`config.mk`:
```
export PLATFORM = sky130hd
export DESIGN_NAME = flow_pulse_totalizer
export DESIGN_NICKNAME = d
export VERILOG_FILES = /design/src/rtl/fpt_pkg.sv /design/src/rtl/fpt_div.sv /design/src/rtl/fpt_mtab.sv /design/src/rtl/flow_pulse_totalizer.sv
export SDC_FILE = /design/constraint.sdc
export NUM_CORES = 2
export LEC_CHECK = 0
export ABC_CLOCK_PERIOD_IN_PS = 11300
export BUFFER_PORTS_ARGS = -buffer_cell sky130_fd_sc_hd__buf_2
export CORE_ASPECT_RATIO = 0.6
export CORE_MARGIN = 2
export CORE_UTILIZATION = 33
export CTS_BUF_LIST = sky130_fd_sc_hd__clkbuf_16
export CTS_CLUSTER_SIZE = 16
export DETAILED_ROUTE_END_ITERATION = 7
export GPL_ROUTABILITY_DRIVEN = 1
export PLACE_DENSITY_LB_ADDON = 0.15
export SLEW_MARGIN = 0
export SYNTH_ARGS = -nofsm -noshare
export SYNTH_HDL_FRONTEND = slang
export SYNTH_SLANG_ARGS = --single-unit
```
`constraint.sdc`:
```
create_clock -name clock -period 11.3 [get_ports clock]
set_clock_uncertainty 0.1 [all_clocks]
set_input_delay 2.26 -clock clock [delete_from_list [all_inputs] [get_ports clock]]
set_output_delay 2.26 -clock clock [all_outputs]
set_load 0.01 [all_outputs]
```
`src/rtl/fpt_pkg.sv`:
```
// ----------------------------------------------------------------------------
// fpt_pkg
// Types, constants and state codes shared by the flow pulse totalizer.
// ----------------------------------------------------------------------------
package fpt_pkg;

   // defaults for the top level parameters
   localparam int TABLE_DEPTH_DEF = 10;
   localparam int PULSE_BITS_DEF  = 24;

   // configuration register reset values, unsigned Q8.8
   localparam logic [15:0] K_FACTOR_RESET = 16'd1920;
   localparam logic [15:0] CAPACITY_RESET = 16'd7680;

   // configuration register indexes
   localparam int          CSR_INDEX_BITS    = 2;
   localparam logic [1:0]  CSR_K_FACTOR      = 2'd0;
   localparam logic [1:0]  CSR_CAPACITY_FLOW = 2'd1;

   // fixed scale factors: 1000 ms * 256 (Q.8) and 1e6 ul / 60 s / 64 / 12 * ...
   localparam logic [31:0] FREQ_SCALE = 32'd256000;
   localparam logic [31:0] VOL_SCALE  = 32'd3125;

   // serial divider geometry
   localparam int DIV_HI_BITS  = 48;
   localparam int DIV_BITS     = 32;
   localparam int DIV_CNT_BITS = 6;

   // quotient bit counts for the four divisions
   localparam logic [DIV_CNT_BITS-1:0] QW_FREQ = 6'd32;
   localparam logic [DIV_CNT_BITS-1:0] QW_DEC  = 6'd4;
   localparam logic [DIV_CNT_BITS-1:0] QW_RATE = 6'd24;
   localparam logic [DIV_CNT_BITS-1:0] QW_VOL  = 6'd32;

   typedef enum logic [1:0] {
      CMD_PULSE   = 2'd0,
      CMD_UPDATE  = 2'd1,
      CMD_LOAD    = 2'd2,
      CMD_RESTART = 2'd3
   } cmd_type;

   typedef enum logic [4:0] {
      ST_IDLE,
      ST_MUL_F,
      ST_DIVS_F,
      ST_DIVW_F,
      ST_MUL_CK,
      ST_MUL_DN,
      ST_DIVS_D,
      ST_DIVW_D,
      ST_RD_M,
      ST_MUL_R,
      ST_DIVS_R,
      ST_DIVW_R,
      ST_MUL_V1,
      ST_MUL_V2,
      ST_DIVS_V,
      ST_DIVW_V,
      ST_ACC
   } fsm_state_type;

   typedef struct packed {
      logic [1:0]  command;
      logic [15:0] duration_ms;
      logic [3:0]  table_index;
      logic [15:0] table_value;
   } req_type;

   typedef struct packed {
      logic [31:0] frequency;
      logic [3:0]  decile;
      logic [23:0] flow_rate;
      logic [31:0] interval_volume;
      logic [47:0] total_volume;
      logic [39:0] total_time;
   } rsp_type;

   // numerator is split: num_hi = N >> qbits, num_lo = low qbits of N, left aligned
   typedef struct packed {
      logic                    start;
      logic [DIV_HI_BITS-1:0]  num_hi;
      logic [DIV_BITS-1:0]     num_lo;
      logic [DIV_BITS-1:0]     den;
      logic [DIV_CNT_BITS-1:0] qbits;
   } div_cmd_type;

   typedef struct packed {
      logic                done;
      logic [DIV_BITS-1:0] quot;
   } div_rsp_type;

endpackage

```
`src/rtl/fpt_div.sv`:
```
// ----------------------------------------------------------------------------
// fpt_div
// Bit-serial restoring divider with saturation. One quotient bit per cycle.
// ----------------------------------------------------------------------------
module fpt_div (
   input  logic                clock,
   input  logic                reset,
   input  fpt_pkg::div_cmd_type cmd,
   output fpt_pkg::div_rsp_type rsp
);
   import fpt_pkg::*;

   logic                    busy_ff, busy_in;
   logic                    done_ff, done_in;
   logic [DIV_BITS-1:0]     rem_ff, rem_in;
   logic [DIV_BITS-1:0]     lo_ff, lo_in;
   logic [DIV_BITS-1:0]     quo_ff, quo_in;
   logic [DIV_BITS-1:0]     den_ff, den_in;
   logic [DIV_CNT_BITS-1:0] cnt_ff, cnt_in;
   logic [DIV_BITS:0]       trial;
   logic                    fits;
   logic                    overflow;

   // quotient needs more than qbits bits when the high part already reaches den
   assign overflow = cmd.num_hi >= DIV_HI_BITS'(cmd.den);
   assign trial    = {rem_ff, lo_ff[DIV_BITS-1]};
   assign fits     = trial >= {1'b0, den_ff};

   always_comb begin
      busy_in = busy_ff;
      done_in = 1'b0;
      rem_in  = rem_ff;
      lo_in   = lo_ff;
      quo_in  = quo_ff;
      den_in  = den_ff;
      cnt_in  = cnt_ff;
      if (cmd.start) begin
         den_in = cmd.den;
         lo_in  = cmd.num_lo;
         cnt_in = cmd.qbits;
         if (overflow) begin
            quo_in  = '1;
            done_in = 1'b1;
         end else begin
            quo_in  = '0;
            rem_in  = cmd.num_hi[DIV_BITS-1:0];
            busy_in = 1'b1;
         end
      end else if (busy_ff) begin
         rem_in = fits ? DIV_BITS'(trial - {1'b0, den_ff}) : trial[DIV_BITS-1:0];
         quo_in = {quo_ff[DIV_BITS-2:0], fits};
         lo_in  = {lo_ff[DIV_BITS-2:0], 1'b0};
         cnt_in = cnt_ff - 1'b1;
         if (cnt_ff == DIV_CNT_BITS'(1)) begin
            busy_in = 1'b0;
            done_in = 1'b1;
         end
      end
   end

   always_ff @(posedge clock) begin
      if (reset) begin
         busy_ff <= 1'b0;
         done_ff <= 1'b0;
      end else begin
         busy_ff <= busy_in;
         done_ff <= done_in;
      end
      rem_ff <= rem_in;
      lo_ff  <= lo_in;
      quo_ff <= quo_in;
      den_ff <= den_in;
      cnt_ff <= cnt_in;
   end

   assign rsp.done = done_ff;
   assign rsp.quot = quo_ff;

   a_done_single: assert property (@(posedge clock) disable iff (reset)
      done_ff |=> !done_ff)
      else $error("divider done held longer than one cycle");

   a_no_start_busy: assert property (@(posedge clock) disable iff (reset)
      cmd.start |-> !busy_ff && !done_ff)
      else $error("divider started while a division is in flight");

   a_rem_below_den: assert property (@(posedge clock) disable iff (reset)
      busy_ff |-> rem_ff < den_ff)
      else $error("partial remainder not below divisor");

endmodule

```
`src/rtl/fpt_mtab.sv`:
```
// ----------------------------------------------------------------------------
// fpt_mtab
// m-factor table, one entry per decile, registered read.
// ----------------------------------------------------------------------------
module fpt_mtab #(
   parameter int TABLE_DEPTH = fpt_pkg::TABLE_DEPTH_DEF
) (
   input  logic                           clock,
   input  logic                           wr_en,
   input  logic [$clog2(TABLE_DEPTH)-1:0] wr_addr,
   input  logic [15:0]                    wr_data,
   input  logic                           rd_en,
   input  logic [$clog2(TABLE_DEPTH)-1:0] rd_addr,
   output logic [15:0]                    rd_data
);
   logic [15:0] mfac_mem_ff [TABLE_DEPTH];
   logic [15:0] rd_data_ff;

   always_ff @(posedge clock) begin
      if (wr_en) begin
         mfac_mem_ff[wr_addr] <= wr_data;
      end
   end

   always_ff @(posedge clock) begin
      if (rd_en) begin
         rd_data_ff <= mfac_mem_ff[rd_addr];
      end
   end

   assign rd_data = rd_data_ff;

endmodule

```
`src/rtl/flow_pulse_totalizer.sv`:
```
// ----------------------------------------------------------------------------
// flow_pulse_totalizer
// Flow sensor pulse counter with k-factor/m-factor correction and totals.
//
//   channel  direction  handshake             payload
//   req      in         req_valid/req_stall    fpt_pkg::req_type
//   rsp      out        rsp_valid/rsp_stall    fpt_pkg::rsp_type
//   csr      in         csr_valid/csr_ready    csr_index, csr_data
//
// pulse, load and restart transfers are taken back to back while no update runs.
// an update runs four serial divisions at one quotient bit per cycle
// (32 + 4 + 24 + 32 bits) plus multiply and table steps.
// reset is synchronous; it clears count and totals and presets k and capacity.
// a finished result sits in the output register; a stalled rsp only holds
// the next update at its final step, and req stays stalled while it waits.
// ----------------------------------------------------------------------------
module flow_pulse_totalizer #(
   parameter int TABLE_DEPTH = fpt_pkg::TABLE_DEPTH_DEF,
   parameter int PULSE_BITS  = fpt_pkg::PULSE_BITS_DEF
) (
   input  logic                               clock,
   input  logic                               reset,
   input  logic                               req_valid,
   output logic                               req_stall,
   input  fpt_pkg::req_type                   req_data,
   output logic                               rsp_valid,
   input  logic                               rsp_stall,
   output fpt_pkg::rsp_type                   rsp_data,
   input  logic                               csr_valid,
   output logic                               csr_ready,
   input  logic [fpt_pkg::CSR_INDEX_BITS-1:0] csr_index,
   input  logic [15:0]                        csr_data
);
   import fpt_pkg::*;

   localparam int          AW       = $clog2(TABLE_DEPTH);
   localparam logic [3:0]  DEC_MAX  = 4'(TABLE_DEPTH - 1);
   localparam logic [31:0] DEC_SCALE = 32'(TABLE_DEPTH * 256);

   fsm_state_type state_ff, state_in;

   logic [PULSE_BITS-1:0] pulse_count_ff;
   logic [15:0]           k_ff;
   logic [15:0]           cap_ff;
   logic [15:0]           dur_ff;
   logic [63:0]           prod_ff;
   logic [63:0]           prod_in;
   logic [31:0]           ck_ff;
   logic [31:0]           freq_ff;
   logic [3:0]            dec_ff;
   logic [23:0]           rate_ff;
   logic [31:0]           vol_ff;
   logic [47:0]           vol_sum_ff, vol_sum_in;
   logic [39:0]           dur_sum_ff, dur_sum_in;
   logic                  rsp_valid_ff;
   rsp_type               rsp_data_ff;

   logic [48:0]           vol_add;
   logic [40:0]           dur_add;
   logic [31:0]           p32;
   logic [31:0]           mul_a;
   logic [31:0]           mul_b;
   logic                  mul_en;
   logic                  req_acc;
   logic                  acc_go;
   logic                  tab_wr_en;
   logic                  tab_rd_en;
   logic [15:0]           mfac;
   logic [31:0]           k_x12;
   logic [3:0]            dec_q;
   div_cmd_type           div_cmd;
   div_rsp_type           div_rsp;

   assign req_acc   = req_valid && !req_stall;
   assign acc_go    = (state_ff == ST_ACC) && (!rsp_valid_ff || !rsp_stall);
   assign p32       = 32'(pulse_count_ff);
   assign prod_in   = mul_a * mul_b;
   assign k_x12     = {13'b0, k_ff, 3'b0} + {14'b0, k_ff, 2'b0};
   assign tab_wr_en = req_acc && (req_data.command == CMD_LOAD)
                      && ({1'b0, req_data.table_index} < 5'(TABLE_DEPTH));
   assign dec_q     = (div_rsp.quot[3:0] > DEC_MAX) ? DEC_MAX : div_rsp.quot[3:0];
   assign csr_ready = 1'b1;

   // saturating totals
   assign vol_add    = {1'b0, vol_sum_ff} + 49'(vol_ff);
   assign dur_add    = {1'b0, dur_sum_ff} + 41'(dur_ff);
   assign vol_sum_in = vol_add[48] ? '1 : vol_add[47:0];
   assign dur_sum_in = dur_add[40] ? '1 : dur_add[39:0];

   fpt_div u_div (
      .clock (clock),
      .reset (reset),
      .cmd   (div_cmd),
      .rsp   (div_rsp)
   );

   fpt_mtab #(
      .TABLE_DEPTH (TABLE_DEPTH)
   ) u_mtab (
      .clock   (clock),
      .wr_en   (tab_wr_en),
      .wr_addr (req_data.table_index[AW-1:0]),
      .wr_data (req_data.table_value),
      .rd_en   (tab_rd_en),
      .rd_addr (dec_ff[AW-1:0]),
      .rd_data (mfac)
   );

   // next state
   always_comb begin
      state_in = state_ff;
      unique case (state_ff)
         ST_IDLE: begin
            if (req_acc && req_data.command == CMD_UPDATE) state_in = ST_MUL_F;
         end
         ST_MUL_F:  state_in = ST_DIVS_F;
         ST_DIVS_F: state_in = ST_DIVW_F;
         ST_DIVW_F: begin
            if (div_rsp.done) state_in = ST_MUL_CK;
         end
         ST_MUL_CK: state_in = ST_MUL_DN;
         ST_MUL_DN: state_in = ST_DIVS_D;
         ST_DIVS_D: state_in = ST_DIVW_D;
         ST_DIVW_D: begin
            if (div_rsp.done) state_in = ST_RD_M;
         end
         ST_RD_M:   state_in = ST_MUL_R;
         ST_MUL_R:  state_in = ST_DIVS_R;
         ST_DIVS_R: state_in = ST_DIVW_R;
         ST_DIVW_R: begin
            if (div_rsp.done) state_in = ST_MUL_V1;
         end
         ST_MUL_V1: state_in = ST_MUL_V2;
         ST_MUL_V2: state_in = ST_DIVS_V;
         ST_DIVS_V: state_in = ST_DIVW_V;
         ST_DIVW_V: begin
            if (div_rsp.done) state_in = ST_ACC;
         end
         ST_ACC: begin
            if (acc_go) state_in = ST_IDLE;
         end
         default: state_in = ST_IDLE;
      endcase
   end

   // state outputs: multiplier operands, divider launch, table read, req stall
   always_comb begin
      mul_en    = 1'b0;
      mul_a     = '0;
      mul_b     = '0;
      div_cmd   = '0;
      tab_rd_en = 1'b0;
      req_stall = (state_ff != ST_IDLE);
      unique case (state_ff)
         ST_MUL_F: begin
            mul_en = 1'b1;
            mul_a  = p32;
            mul_b  = FREQ_SCALE;
         end
         ST_DIVS_F: begin
            div_cmd.start  = 1'b1;
            div_cmd.num_hi = {16'b0, prod_ff[63:32]};
            div_cmd.num_lo = prod_ff[31:0];
            div_cmd.den    = {16'b0, dur_ff};
            div_cmd.qbits  = QW_FREQ;
         end
         ST_MUL_CK: begin
            mul_en = 1'b1;
            mul_a  = {16'b0, cap_ff};
            mul_b  = {16'b0, k_ff};
         end
         ST_MUL_DN: begin
            mul_en = 1'b1;
            mul_a  = freq_ff;
            mul_b  = DEC_SCALE;
         end
         ST_DIVS_D: begin
            div_cmd.start  = 1'b1;
            div_cmd.num_hi = prod_ff[51:4];
            div_cmd.num_lo = {prod_ff[3:0], 28'b0};
            div_cmd.den    = ck_ff;
            div_cmd.qbits  = QW_DEC;
         end
         ST_RD_M: begin
            tab_rd_en = 1'b1;
         end
         ST_MUL_R: begin
            mul_en = 1'b1;
            mul_a  = freq_ff;
            mul_b  = {16'b0, mfac};
         end
         ST_DIVS_R: begin
            // divisor 64 * k
            div_cmd.start  = 1'b1;
            div_cmd.num_hi = {8'b0, prod_ff[63:24]};
            div_cmd.num_lo = {prod_ff[23:0], 8'b0};
            div_cmd.den    = {10'b0, k_ff, 6'b0};
            div_cmd.qbits  = QW_RATE;
         end
         ST_MUL_V1: begin
            mul_en = 1'b1;
            mul_a  = {16'b0, mfac};
            mul_b  = VOL_SCALE;
         end
         ST_MUL_V2: begin
            mul_en = 1'b1;
            mul_a  = p32;
            mul_b  = prod_ff[31:0];
         end
         ST_DIVS_V: begin
            div_cmd.start  = 1'b1;
            div_cmd.num_hi = {16'b0, prod_ff[63:32]};
            div_cmd.num_lo = prod_ff[31:0];
            div_cmd.den    = k_x12;
            div_cmd.qbits  = QW_VOL;
         end
         default: begin
         end
      endcase
   end

   // control state
   always_ff @(posedge clock) begin
      if (reset) begin
         state_ff       <= ST_IDLE;
         pulse_count_ff <= '0;
         k_ff           <= K_FACTOR_RESET;
         cap_ff         <= CAPACITY_RESET;
         vol_sum_ff     <= '0;
         dur_sum_ff     <= '0;
         rsp_valid_ff   <= 1'b0;
      end else begin
         state_ff <= state_in;
         if (csr_valid && csr_ready) begin
            unique case (csr_index)
               CSR_K_FACTOR:      k_ff   <= csr_data;
               CSR_CAPACITY_FLOW: cap_ff <= csr_data;
               default: begin
               end
            endcase
         end
         if (req_acc) begin
            unique case (req_data.command)
               CMD_PULSE: begin
                  if (pulse_count_ff != '1) pulse_count_ff <= pulse_count_ff + 1'b1;
               end
               CMD_RESTART: pulse_count_ff <= '0;
               default: begin
               end
            endcase
         end
         if (acc_go) begin
            pulse_count_ff <= '0;
            vol_sum_ff     <= vol_sum_in;
            dur_sum_ff     <= dur_sum_in;
            rsp_valid_ff   <= 1'b1;
         end else if (rsp_valid_ff && !rsp_stall) begin
            rsp_valid_ff <= 1'b0;
         end
      end
   end

   // datapath
   always_ff @(posedge clock) begin
      if (req_acc && req_data.command == CMD_UPDATE) dur_ff <= req_data.duration_ms;
      if (mul_en) prod_ff <= prod_in;
      // prod holds c*k while the decile numerator is formed
      if (state_ff == ST_MUL_DN) ck_ff <= prod_ff[31:0];
      if (div_rsp.done) begin
         unique case (state_ff)
            ST_DIVW_F: freq_ff <= div_rsp.quot;
            ST_DIVW_D: dec_ff  <= dec_q;
            ST_DIVW_R: rate_ff <= div_rsp.quot[23:0];
            ST_DIVW_V: vol_ff  <= div_rsp.quot;
            default: begin
            end
         endcase
      end
      if (acc_go) begin
         rsp_data_ff.frequency       <= freq_ff;
         rsp_data_ff.decile          <= dec_ff;
         rsp_data_ff.flow_rate       <= rate_ff;
         rsp_data_ff.interval_volume <= vol_ff;
         rsp_data_ff.total_volume    <= vol_sum_in;
         rsp_data_ff.total_time      <= dur_sum_in;
      end
   end

   assign rsp_valid = rsp_valid_ff;
   assign rsp_data  = rsp_data_ff;

   a_rsp_from_acc: assert property (@(posedge clock) disable iff (reset)
      $rose(rsp_valid_ff) |-> $past(state_ff == ST_ACC))
      else $error("result raised outside the final update step");

   a_decile_range: assert property (@(posedge clock) disable iff (reset)
      rsp_valid_ff |-> rsp_data_ff.decile <= DEC_MAX)
      else $error("decile beyond table depth");

   a_count_cleared: assert property (@(posedge clock) disable iff (reset)
      acc_go |=> pulse_count_ff == '0 && state_ff == ST_IDLE)
      else $error("pulse count not cleared after update");

endmodule

```
After elaboration in Yosys (flattened, before gate mapping)
Memory sizes are Yosys's and may differ from the RTL's. A register that Yosys moved wholly into a read port is not among the register bits. Index checks and enable logic that the tools add are counted. W data, S select, Z words.

Muxes and demuxes: 39. Equality and inequality tests: 30. $mul: 1. Add/subtract/negate cells: 6. $lt $le $gt $ge: 4. Reductions and logical operators: 30.

Operators by type and width (number): $pmux W119 S4 (1); $mux W32 (9); $pmux W32 S6 (1); $pmux W32 S4 (1); $pmux W5 S17 (1); $mul A32 B32 Y64 (1); $add A48 B32 Y49 (1); $ge A48 B32 Y1 (1); $mux W48 (1); $pmux W24 S2 (1); $add A40 B16 Y41 (1); $eq A5 B4 Y1 const B (8); $mux W40 (1); $ge A33 B32 Y1 (1); $sub A32 B32 Y32 (1); $mux W5 (6); $add A24 B1 Y24 const B (1); $mux W24 (1); $ne A24 B24 Y1 const B (1); $add A19 B18 Y20 (1); $eq A5 B3 Y1 const B (4); $mux W1 (14); $reduce_and A2 Y1 (7); $mux W6 (2); 22 further kinds (43).

Memories: 1. Input bits: 61. Word-level logic and storage cells: 138. Register bits: 670. Bits in writable memories: 160. Output and inout port bits: 183.

Memories: u_mtab.mfac_mem_ff (words 10, bits a word 16, read ports 1, clocked after Yosys merged registers in 1, write ports 1, line fpt_mtab.sv:16) `logic [15:0] mfac_mem_ff [TABLE_DEPTH];`.

Longest topological paths before layout
Word-level depth: 7. Depth in mapped cells: 38. Gate-level depth less buffers: 32.

Modules after synthesis
A second synthesis with hierarchy kept.

Cells, all modules: 6932. Area total of the unflattened synthesis: 71593.7 um^2.

Modules (own cells, without submodules): flow_pulse_totalizer (cells each 5800, times used 1, area each 56482.9 um^2, seq. area each 14533.9 um^2); fpt_div (cells each 774, times used 1, area each 8237.9 um^2, seq. area each 4063.9 um^2); fpt_mtab (cells each 358, times used 1, area each 6872.8 um^2, seq. area each 5285.1 um^2).

Worst setup path after synthesis
Ideal clock, no wire load.

Path type: flip-flop to flip-flop. Start point: register state_ff[3]. End point: register prod_ff[57], data pin. Cell stages (with the launch flop): 37. Buffers on the path: 5. Library setup time: 0.270 ns. Data required time: 10.930 ns. Clock period less this slack: 9.995 ns. Setup slack: 1.305 ns. Arrival: 9.626 ns. Cell sequence: dfxtp_1 buf_2 or3b_2 clkbuf_1 nor2_1 a21oi_1 and3_1 clkbuf_1 clkbuf_1 nor2_1 fa_1 inv_1 fa_1 inv_1 fa_1 inv_1 fa_1 inv_1 fa_1 inv_1 fa_1 inv_1 fa_1 inv_1 fa_1 inv_1 ha_1 clkbuf_1 a21oi_1 o21ai_1 or3_1 o2111ai_1 a21oi_1 o311ai_1 nand2_1 a2111oi_0 nor4_1.

Word-level cells in the longest chain between the ends: 4. Elaborated cells between the ends (all ways): 11. Classes of those cells: mul: 1; eq/ne: 6; mux: 2; reduce/logical: 2.

RTL lines: start, declared (line flow_pulse_totalizer.sv:40) `fsm_state_type state_ff, state_in;`; start signal, assigned (line flow_pulse_totalizer.sv:233) `state_ff <= state_in;`; $eq A5 B4 Y1, or another cell as far along (line flow_pulse_totalizer.sv:154) `unique case (state_ff)`; $reduce_or A2 Y1 (no line); $pmux W32 S4 (line flow_pulse_totalizer.sv:154); $mul A32 B32 Y64 (*) (line flow_pulse_totalizer.sv:77) `assign prod_in = mul_a * mul_b;`; named net prod_in[57] (line flow_pulse_totalizer.sv:47) `logic [63:0] prod_in;`; end signal, assigned (line flow_pulse_totalizer.sv:266) `if (mul_en) prod_ff <= prod_in;`; end, declared (line flow_pulse_totalizer.sv:46) `logic [63:0] prod_ff;`.

The timed path passes the listed nets; every way through them passes the cells marked *. A chain may end at the register's enable or synchronous reset.

Worst setup path in the final report
Start point: register state_ff[2]. End point: register prod_ff[57], data pin.

Same word-level chain as after synthesis.

==> metrics.log <==
[metrics] crit share post-route: 96.8%
[metrics] number of resized instances in the post-cts repair step: 0
[metrics] CP Buf/Inv Count: 6
[metrics] Setup Total Neg Slack: 0 ps
[metrics] vias in the first global route: 50761
[metrics] final routed wirelength across all metal layers: 254000 µm
[metrics] Crit. End Element: flop
[metrics] die span in x: 598 µm
[metrics] library cell occupying the most area in the post-synthesis netlist: sky130_fd_sc_hd__edfxtp_1
[metrics] standard cell area after detailed placement: 0.0756 mm²
[metrics] post-CTS setup buffer count: 0
[metrics] synthesis warning total: 0
[metrics] largest cells by area after synthesis: sky130_fd_sc_hd__edfxtp_1 30%, sky130_fd_sc_hd__fa_1 26%, sky130_fd_sc_hd__ha_1 7.1%
[metrics] Post-route DRC: 0
[metrics] wire per inst: 25.7 µm
[metrics] post-layout utilization of the core: 37.2%
[metrics] static leakage: 33.8 nW
[metrics] worst slack after detailed placement: 592 ps
[metrics] worst slew margin relative to its limit: 13.1%
[metrics] routability-driven placement congestion ratio: 0.974
[metrics] First DRT Iteration DRCs: 5765
[metrics] most instantiated cells after synthesis: 1087 x sky130_fd_sc_hd__inv_1, 900 x sky130_fd_sc_hd__fa_1, 822 x sky130_fd_sc_hd__nand2_1
[metrics] share of synthesized registers carrying an async set or reset: 0%
[metrics] clock tree from TritonCTS: built
[metrics] Hold/Removal Path Class: reg2reg
[metrics] Final Net Count: 8354
[metrics] r2r endpoint: prod_ff[57]
[metrics] floorplan core area: 0.210 mm²
[metrics] CTS clk-pin slew, worst paths: 70 ps
[metrics] Power Dens Cells: 141 mW/mm²
[metrics] Levels on crit path: 30
[metrics] total number of vias: 51594
[metrics] I/O Buffers: 242
[metrics] root buf cell: sky130_fd_sc_hd__clkbuf_16
[metrics] pin count of the biggest net entering global routing: 134
[metrics] Max stage delay on crit path: 780 ps
[metrics] synthesized flop and latch total: 846
[metrics] sequential share of the synthesized area: 34.2%
[metrics] gate family responsible for the most delay along the worst path: adder cells
[metrics] number of unique standard cell types used by synthesis: 93
[metrics] post-DP HPWL: 202000 µm
[metrics] CP Launch Type: flop
[metrics] power consumption: 11.0 mW
[metrics] area added between synthesis and finish: 11.6%
[metrics] maxcap violations: 0
[metrics] number of buffers created by CTS: 77
[metrics] Critical Path End: prod_ff[57]
[metrics] number of sinks on the clock net: 846
[metrics] Setup WS post-layout: 363 ps
[metrics] global-route congestion overflow total: 0
[metrics] worst vdd rail ir drop: 0.310 mV
[metrics] data arrival time of the critical path: 11230 ps
[metrics] slew of the pin with the lowest slew margin: 1300 ps
[metrics] latest clock arrival within the worst-skew pair: 670 ps
[metrics] syn_area_per_cell: 10.4 µm²
[metrics] number of H-tree levels: 3
[metrics] FMAX: 91.4 MHz
[metrics] number of search-and-repair iterations in the first detailed-routing pass: 8
[metrics] post-route cell area: 0.0780 mm²
[metrics] number of enable flip-flop cells after synthesis: 694
[metrics] setup slack on the worst flop-to-flop path: 360 ps
[metrics] I/O pin cnt: 244
[metrics] number of failing setup endpoints in the final timing report: 0
[metrics] Bufs on Longest Clock Path: 3
[metrics] number of cell rows: 130
[metrics] initial antenna violation count: 26
[metrics] first element of the critical path: state_ff[2]
[metrics] share of layout cells above drive strength 1: 9.59%
[metrics] post-synthesis instance total: 6696
[metrics] global-route wire length before repair: 368000 µm
[metrics] vias per std cell: 5.21
[metrics] logic depth of the worst register-to-register path: 30
[metrics] source of the worst register-to-register timing path: state_ff[2]
[metrics] DIE HEIGHT: 361 µm
[metrics] slowest CP cell: sky130_fd_sc_hd__a22o_1
[metrics] fin crit period: 10940 ps
[metrics] Hold Fails Final Rpt: 0
[metrics] required arrival time at the worst endpoint: 11590 ps
[metrics] cts hold-fix bufs: 0
[metrics] area fraction of the dominant cell type after synthesis: 29.8%
[metrics] library cell appearing most often on the critical path: sky130_fd_sc_hd__fa_1
[metrics] highest net fanout along the worst path: 20
[metrics] Post-synth top flop: sky130_fd_sc_hd__edfxtp_1
[metrics] top-count cell post-synth: sky130_fd_sc_hd__inv_1
[metrics] count of nets left with antenna violations after detail routing: 0
[metrics] Post-Syn Area: 0.0699 mm²
[metrics] number of max-slew violations in the final report: 0
[metrics] RSZ-0062 raised after global routing: no
[metrics] outcome: finished, final reports clean
[metrics] Die Area: 0.216 mm²
[metrics] starting density of the core: 33.3%
[metrics] Global Route Usage Sum: 23.4%
[metrics] critical path class: reg2reg
worst register-to-register path: cells and delay by family, from the launching register on:
| kind | cells | cell delay, ps |
|---|---|---|
| buf+inv | 6 | 690 |
| compound gates | 10 | 3300 |
| simple gates | 5 | 1460 |
| fa+ha+maj | 9 | 4660 |
| flops | 1 | 440 |
cell type report:
cell class / count / area, µm²
diodes: 5 / 12.5
clock inverters: 63 / 457
well taps: 2838 / 3550
repair buffers: 428 / 2650
clock buffers: 77 / 1930
flip-flops and latches: 846 / 23900
inverters: 1087 / 4090
fillers: 20973 / 132000
multi-input cells: 4559 / 41500
power breakdown:
group | switching (mW) | total (mW) | internal, mW
logic | 2.63 | 4.24 | 1.61
clock network | 1.24 | 2.59 | 1.35
registers | 0.295 | 4.21 | 3.91
total | 4.17 | 11.0 | 6.87
state kept, by name, indices dropped and copies added (netlist names), 24 cells and up:
name and count:
ck_ff 32, dur_sum_ff 40, freq_ff 32, prod_ff 64
pulse_count_ff 24, rate_ff 24, rsp_data 180, u_div.den_ff 32
u_div.lo_ff 32, u_div.quo_ff 32, u_div.rem_ff 32, u_mtab.mfac_mem_ff 160
vol_ff 32, vol_sum_ff 48
worst min-delay path by stage:
stage           startpoint       endpoint  slack (ps)  depth (start not counted)
2_1_floorplan   rate_ff[0]  rsp_data[120]         300                          0
3_3_place_gp    rate_ff[9]  rsp_data[129]         310                          0
3_5_place_dp   rate_ff[10]  rsp_data[130]         310                          0
4_1_cts        rate_ff[10]  rsp_data[130]         320                          0
5_1_grt         rate_ff[9]  rsp_data[129]         330                          0
6_report       rate_ff[13]  rsp_data[133]         320                          0
cells by family after synthesis:
kind of cell,synth area share (%)
compound gates,9.21
xor+xnor,2.31
fa+ha+maj,32.8
buf+inv,7.70
flops,34.2
mux,1.45
other cells,0.0107
simple gates,12.3
metrics by stage:
| stage | hold slack (ps) | instances |
|---|---|---|
| 5_1_grt | 326 | 9900 |
| 3_5_place_dp | 307 | 9758 |
| 6_report | 322 | 9903 |
| 2_1_floorplan | 300 | 6823 |
| 3_3_place_gp | 306 | 9758 |
| 4_1_cts | 324 | 9898 |
placed cells by master (no fill, tap or decap), drive strengths merged, types with 22 or more instances in the layout:
master,n
or2,27
a221oi,35
dfxtp,152
a31oi,33
and3,32
nor2b,45
a211oi,39
nor2,660
a21o,82
clkinv,25
o211ai,22
nand2,822
nand2b,49
nand3,73
inv,1118
xor2,77
conb,129
o21a,32
a222oi,58
a22oi,22
mux4,32
buf,428
xnor2,107
a22o,43
ha,394
a21oi,227
o21ai,121
clkbuf,77
nand4,64
edfxtp,694
nor3,91
a311oi,31
and2,44
a221o,22
o311ai,28
fa,900
metal layers:
layer	share of wire, %	global-route usage [%]	vias up
li1	-	-	22616
met1	49	37.6	26474
met2	36	28.5	2264
met3	13	9.84	230
met4	1.5	3.44	10
met5	0.023	0	-
(Power assumes the default switching activity.)
